[config.mk]
export PLATFORM = sky130hd
export DESIGN_NAME = sus_cell
export DESIGN_NICKNAME = d
export VERILOG_FILES = /design/src/sus_pkg.sv /design/src/sus_cell.sv
export SDC_FILE = /design/constraint.sdc
export NUM_CORES = 1
export LEC_CHECK = 0
export BUFFER_PORTS_ARGS = -buffer_cell sky130_fd_sc_hd__buf_4
export CAP_MARGIN = 25
export CELL_PAD_IN_SITES_DETAIL_PLACEMENT = 1
export CELL_PAD_IN_SITES_GLOBAL_PLACEMENT = 1
export CORE_MARGIN = 2
export CORE_UTILIZATION = 33
export DETAILED_ROUTE_END_ITERATION = 6
export PLACE_DENSITY = 0.83
export SETUP_SLACK_MARGIN = 0.02
export SYNTH_ARGS = -nofsm -noshare
export SYNTH_HDL_FRONTEND = slang
export SYNTH_SLANG_ARGS = --single-unit
[constraint.sdc]
create_clock -name clk -period 3.11 [get_ports clk]
set_input_delay 0.311 -clock clk [delete_from_list [all_inputs] [get_ports clk]]
set_output_delay 0.311 -clock clk [all_outputs]
set_load 0.02 [all_outputs]
[src/sus_pkg.sv]
// ----------------------------------------------------------------------------
// sus_pkg
// Types and constants of the sorted unique set unit.
// ----------------------------------------------------------------------------
package sus_pkg;

	localparam int KEY_W = 32;
	localparam int OCC_W = 7;

	localparam logic OP_INSERT = 1'b0;
	localparam logic OP_DELETE = 1'b1;

	typedef enum logic [2:0] {
		ST_IDLE = 3'b001,
		ST_CMP  = 3'b010,
		ST_UPD  = 3'b100
	} state_t;

	// per-cycle control broadcast to every cell
	typedef struct packed {
		logic cmp_en;
		logic ins_en;
		logic del_en;
	} cell_ctl_t;

endpackage

[src/sus_cell.sv]
// ----------------------------------------------------------------------------
// sus_cell
// One slot of the sorted chain: compares the broadcast key, then keeps its
// value, takes the key, or shifts in a neighbor's value.
// ----------------------------------------------------------------------------
module sus_cell
	import sus_pkg::*;
(
	input  logic             clk,
	input  cell_ctl_t        ctl,
	input  logic [KEY_W-1:0] key,
	input  logic             occ,
	input  logic             left_lt,
	input  logic [KEY_W-1:0] left_val,
	input  logic [KEY_W-1:0] right_val,
	output logic [KEY_W-1:0] val,
	output logic             lt,
	output logic             eq
);

	logic [KEY_W-1:0] val_q;
	logic             lt_q;
	logic             eq_q;

	always_ff @(posedge clk) begin
		if (ctl.cmp_en) begin
			lt_q <= occ & (val_q < key);
			eq_q <= occ & (val_q == key);
		end
		if (ctl.ins_en && !lt_q) begin
			val_q <= left_lt ? key : left_val;
		end else if (ctl.del_en && !lt_q) begin
			val_q <= right_val;
		end
	end

	assign val = val_q;
	assign lt  = lt_q;
	assign eq  = eq_q;

endmodule

==> results of run 1 <==
-- layer usage --
| metal | global-route usage | vias to the layer above | routed length, um |
|---|---|---|---|
| met5 | 0 | - | 0 |
| met4 | 0.0410 | 0 | 38 |
| met3 | 0.0444 | 2 | 492 |
| met2 | 0.320 | 81 | 3750 |
| met1 | 0.200 | 1097 | 2970 |
| li1 | - | 1182 | - |
-- power by group --
part / switching [mW] / total (mW) / internal, mW
Clock: 0.163 / 0.403 / 0.240
Sequential: 0.0258 / 0.592 / 0.566
Combinational: 0.243 / 0.480 / 0.238
-- Yosys cell counts, drive strengths merged --
cell type,count,area share
ha,32,0.16
a211oi,2,0.0079
nor2,5,0.0074
a21o,3,0.0088
nand2,38,0.056
o211a,1,0.0039
o211ai,1,0.0030
o21a,2,0.0059
a2bb2oi,1,0.0034
o221a,1,0.0044
buf,9,0.021
inv,32,0.047
clkbuf,2,0.0039
nor4,4,0.015
nand3,1,0.0020
nand4,7,0.022
a21oi,11,0.022
o21ai,35,0.069
nand2b,1,0.0025
edfxtp,34,0.40
nor2b,2,0.0079
mux2i,32,0.13
nand4b,1,0.0034
-- path summary, 6_finish.rpt --
kind | slack (ns) | depth (start not counted) | from | endpoint
worst max-delay path | 1.17 | 6 | val[14] | lt
worst min-delay path | 0.24 | 1 | ctl[2] | lt
worst max register to register | 1.17 | 6 | val[14] | lt
worst min register to register | 0.81 | 3 | val[31] | lt
-- critical path, stage by stage (launching register included) --
cell and delay [ns]:
edfxtp_1 0.42, ha_1 0.33, nand4_2 0.14, nor4_2 0.37, o21ai_1 0.16, o211ai_1 0.16
a211oi_2 0.10
-- cell type report --
type	count	area [sq um]	share of cell area
repair buffers	136	1030	0.275
flip-flops and latches	34	1020	0.272
well taps	102	128	0.0339
clock inverters	1	30.0	0.00799
multi-input cells	180	1350	0.359
clock buffers	7	76.3	0.0203
inverters	32	120	0.0319
-- flip-flops by register name, indices dropped and copies added (netlist names) --
name,count
eq,1
lt,1
val,32
-- kinds of logic after synthesis --
family | count (synthesis)
buf+inv | 43
simple gates | 59
fa+ha+maj | 32
flops | 34
mux | 32
compound gates | 57
-- through the flow --
stage           util  total power, mW
3_3_place_gp   0.478             1.07
6_report       0.494             1.48
2_1_floorplan      -            0.858
4_1_cts        0.494             1.50
3_5_place_dp   0.480             1.09
5_1_grt        0.494             1.57
==> out/qor.yml, run 1 <==
finish:
  diodes: 0
  design_area_sq_mm: 0.00376
  areaGrowthSynthToFinish_pct: 47.7
  final_common_cell: "buf_4"
  finalNetCount: 523
  final_cell_mix: "135 x buf_4, 38 x nand2_1, 34 x edfxtp_1"
  drive_gt1_frac: 0.385
  fill_cells: 906
  instances_no_fill: 492
placement:
  place_congestion: 0.713
  pre_cts_slack_ns: 1.10
  place_inst: 484
  io_buffers: 135
  placed_area_sq_mm: 0.00365
  hpwlAfterDp_mm: 5.93
cts:
  insertion_delay_ns: 0.28
  clk_pin_slew_ns: 0.07
  clock-sinks: 34
  cts_resized: 0
  cts_max_level: 2
  cts-root-buf: "clkbuf_8"
  cts_tree: "built"
  numCtsBuffers: 5
  postCtsHoldBufs: 0
  postCtsSetupBuffers: 0
  cts_buffer_depth: 2
timing:
  finalCritPeriodShare: 0.622
  rsz0062_at_grt: "false"
  hold_ws_ns: 0.240
  hold_viol: 0
  setup_ws_ns: 1.17
  tns_ns: 0
  max_slew_margin: 0.339
  fin_worst_skew_ns: 0.00407
  worstMarginPinSlew_ns: 0.989
  maxSlewViolCount: 0
  fmax_mhz: 517
  setup_viol: 0
  fin_crit_ns: 1.94
global_route:
  grt_pass1_wl_mm: 11.7
  grt_max_degree: 41
  grt_pass1_vias: 2526
  gr-total-overflow: 0
  globalRouteTotalUtil: 0.174
  antenna_found_initial: 0
power_and_ir_drop:
  vdd_drop_max_v: 0.000243
  powerDensity_mw_per_mm2: 392
  power.leakage_nw: 1.91
detailed_routing:
  vias: 2362
  drtPass1Iterations: 6
  drtIter0Drc: 49
  wl_per_cell_um: 14.7
  drc: 0
  ant_nets: 0
  viasPerCell: 4.80
  routed_wl_mm: 7.25
die:
  die_area_sq_mm: 0.00843
  placementRows: 32
  die_h_um: 91.8
  io_pins: 136
  dieWidth_um: 91.8
  initial_core_util: 0.335
  coreArea_sq_mm: 0.00761
critical_path:
  crit_required_ns: 3.13
  end_kind: "register"
  crit_arrival_ns: 1.96
  start_kind: "register"
  cp_max_fo: 2
  worstSetupPathType: "reg -> reg"
synth:
  synth-simple-area-share: 0.116
  synthMuxAreaShare: 0.126
  synth_compound_area_frac: 0.128
  yosys.area_share.xor_xnor: 0
  netlist_instances: 257
  yosysWarnings: 0
  synth_area_sq_mm: 0.00254
  synth-seq-cells: 34
  synth_seq_area_share: 0.401
  synth_top_family_by_area: "adder cells"
  postSynthAreaPerCell_sq_um: 9.90
  synth_fa_ha_area_frac: 0.157
  synth_cell_types: 29
  synthesis.nets: 391
flow_run:
  drv_cap: 0
hold_path:
  hp-class: "in -> reg"
status:
  status: "finished, final reports clean"
(Power assumes the default switching activity.)
==> inputs of run 2 (changes only) <==
--- a/config.mk
+++ b/config.mk
@@ -10,9 +10,9 @@
 export CELL_PAD_IN_SITES_DETAIL_PLACEMENT = 1
 export CELL_PAD_IN_SITES_GLOBAL_PLACEMENT = 1
 export CORE_MARGIN = 2
-export CORE_UTILIZATION = 33
+export CORE_UTILIZATION = 30
 export DETAILED_ROUTE_END_ITERATION = 6
-export PLACE_DENSITY = 0.83
+export PLACE_DENSITY = 0.8
 export SETUP_SLACK_MARGIN = 0.02
 export SYNTH_ARGS = -nofsm -noshare
 export SYNTH_HDL_FRONTEND = slang
==> constraint.sdc (replaced) <==
create_clock -name clk -period 1.7 [get_ports clk]
set_input_delay 0.17 -clock clk [delete_from_list [all_inputs] [get_ports clk]]
set_output_delay 0.17 -clock clk [all_outputs]
set_load 0.02 [all_outputs]
==> out/qor.yml, run 2 (synthesis results as in run 1) <==
status:
  status: "complete, but fails checks"
  violations: "negative setup slack"
detailed_routing:
  drc: 0  # unchanged
  wl_per_cell_um: 16.0  # +8.6%
  vias: 2398  # +1.5%
  viasPerCell: 4.79  # -0.30%
  drtIter0Drc: 44  # -10%
  ant_nets: 0  # unchanged
  drtPass1Iterations: 4  # -2
  routed_wl_mm: 8.02  # +11%
finish:
  areaGrowthSynthToFinish_pct: 53.2
  final_core_util: 0.475  # -0.0196
  final_cell_mix: "141 x buf_4, 37 x nand2_1, 34 x edfxtp_1, 32 x inv_1, 32 x mux2i_1"
  seq_area_sq_mm: 0.00102  # unchanged
  finalNetCount: 529  # +1.1%
  diodes: 0  # unchanged
  final_common_cell: "buf_4"
  multi_input_area_sq_mm: 0.00147  # +8.6%
  largest_reg_flops: 32  # unchanged
  drive_gt1_frac: 0.419  # +0.0346
  fill_cells: 968  # +6.8%
cts:
  cts_buffer_depth: 2  # unchanged
  clk_pin_slew_ns: 0.07  # about the same
  clock-sinks: 34  # unchanged
  numCtsBuffers: 5  # unchanged
  cts_max_level: 2  # unchanged
  insertion_delay_ns: 0.28  # about the same
  cts_tree: "built"
  cts-root-buf: "clkbuf_8"
die:
  io_pins: 136  # unchanged
  initial_core_util: 0.310  # -0.0248
  die_h_um: 96.1  # +4.7%
  dieWidth_um: 96.1  # +4.7%
  die_area_sq_mm: 0.00924  # +9.6%
  coreArea_sq_mm: 0.00822  # +8.0%
  placementRows: 33  # +3.1%
critical_path:
  reg2reg_to: "lt"
  crit_required_ns: 1.72  # -1.41 ns
  slowest_stage: "edfxtp_1"
  crit_chain: "ha_4 > nand2_2 > o21a_1 > o221a_1 > o211ai_1 > a211oi_2"
  worst-r2r-cell-count: 6  # unchanged
  end_kind: "register"
  r2r-start: "val[6]"
  worstSetupPathType: "reg -> reg"
  start_kind: "register"
  cp_top_family: "compound AO/OA/AOI/OAI gates"
  crit_arrival_ns: 1.80  # -0.16 ns
  path_buf_inv: 0  # unchanged
  r2r_slack_ns: -0.08  # -1.25 ns
  slowest_delay_ns: 0.44  # +0.02 ns
  cp_max_fo: 2  # unchanged
power_and_ir_drop:
  finalPower_mw: 2.65  # +79%
  vdd_drop_max_v: 0.000292  # +20%
  powerDensity_mw_per_mm2: 678  # +73%
  power.leakage_nw: 1.93  # +1.0%
hold_path:
  whs_path_depth: 1  # unchanged
  worstHoldStart: "ctl[2]"
  hp-class: "in -> reg"
  holdPathEnd: "lt"
timing:
  fin_crit_ns: 1.78  # -0.158 ns
  setup_viol: 1  # +1
  hold_viol: 0  # unchanged
  maxSlewViolCount: 0  # unchanged
  fmax_mhz: 563  # +8.9%
  setup_ws_ns: -0.0774  # -1.25 ns
  max_slew_margin: 0.615  # +0.276
  tns_ns: -0.0774  # -0.0774 ns
  finalCritPeriodShare: 1.05  # +0.423
  rsz0062_at_grt: "true"
  worstMarginPinSlew_ns: 0.577  # -0.412 ns
  fin_worst_skew_ns: 0.00417  # +0.0000983 ns
global_route:
  grt_pass1_vias: 2519  # -0.28%
  gr-total-overflow: 0  # unchanged
  grt_max_degree: 65  # +59%
  antenna_found_initial: 0  # unchanged
  grt_pass1_wl_mm: 12.2  # +4.7%
  globalRouteTotalUtil: 0.173  # -0.000505
placement:
  hpwlAfterDp_mm: 6.51  # +9.8%
  place_congestion: 0.731  # +2.5%
  io_buffers: 135  # unchanged
flow_run:
  drv_cap: 0  # unchanged
## run 2: per-layer routing
metal / up-vias / GRT usage / share of wire
met5: - / 0 / 0
met4: 0 / 0.0488 / 0.020
met3: 10 / 0.0439 / 0.069
met2: 88 / 0.310 / 0.51
met1: 1108 / 0.204 / 0.40
li1: 1192 / - / -
## run 2: stage by stage
stage / worst slack [ns] / cell area, sq um / instances / hold WS [ns]
after CTS: -0.0820 / 3860 / 500 / 0.0833
after floorplan: -0.0716 / 2580 / 257 / 0.282
after global routing: -0.143 / 3900 / 501 / 0.0823
after detailed placement: -0.0765 / 3720 / 492 / 0.385
after global placement: -0.0281 / 3720 / 492 / 0.382
final: -0.0774 / 3900 / 501 / 0.0941
## run 2: area by class of cell
cell class,count,area share
clock inverter,2,0.00225
timing repair buffer,142,0.277
tap,105,0.0337
clock buffer,6,0.0186
multi-input combinational,180,0.376
inverter,32,0.0308
sequential,34,0.262
## run 2: what timing repair did
item / 4_1_cts / 5_1_grt
resized for setup: 6 / 3
pin swaps: 3 / 0
gates cloned: 0 / 0
setup buffers: 0 / 1
hold buffers: 0 / 0
endpoints found under the setup margin: 2 / 2
## run 2: worst max-delay path by stage
stage / startpoint / end / slack [ns] / cells past startpoint
2_1_floorplan: val[7] / lt / -0.07 / 6
3_3_place_gp: val[5] / lt / -0.03 / 6
3_5_place_dp: val[11] / lt / -0.08 / 6
4_1_cts: val[7] / lt / -0.08 / 6
5_1_grt: val[27] / lt / -0.14 / 4
6_report: val[6] / lt / -0.08 / 6
## run 2: power breakdown
group	leakage, nW	total (mW)	internal, mW	switching [mW]
clock	0.0426	0.591	0.282	0.309
combinational	1.55	0.961	0.482	0.479
sequential	0.334	1.09	1.03	0.0580
total	1.93	2.65	1.80	0.846
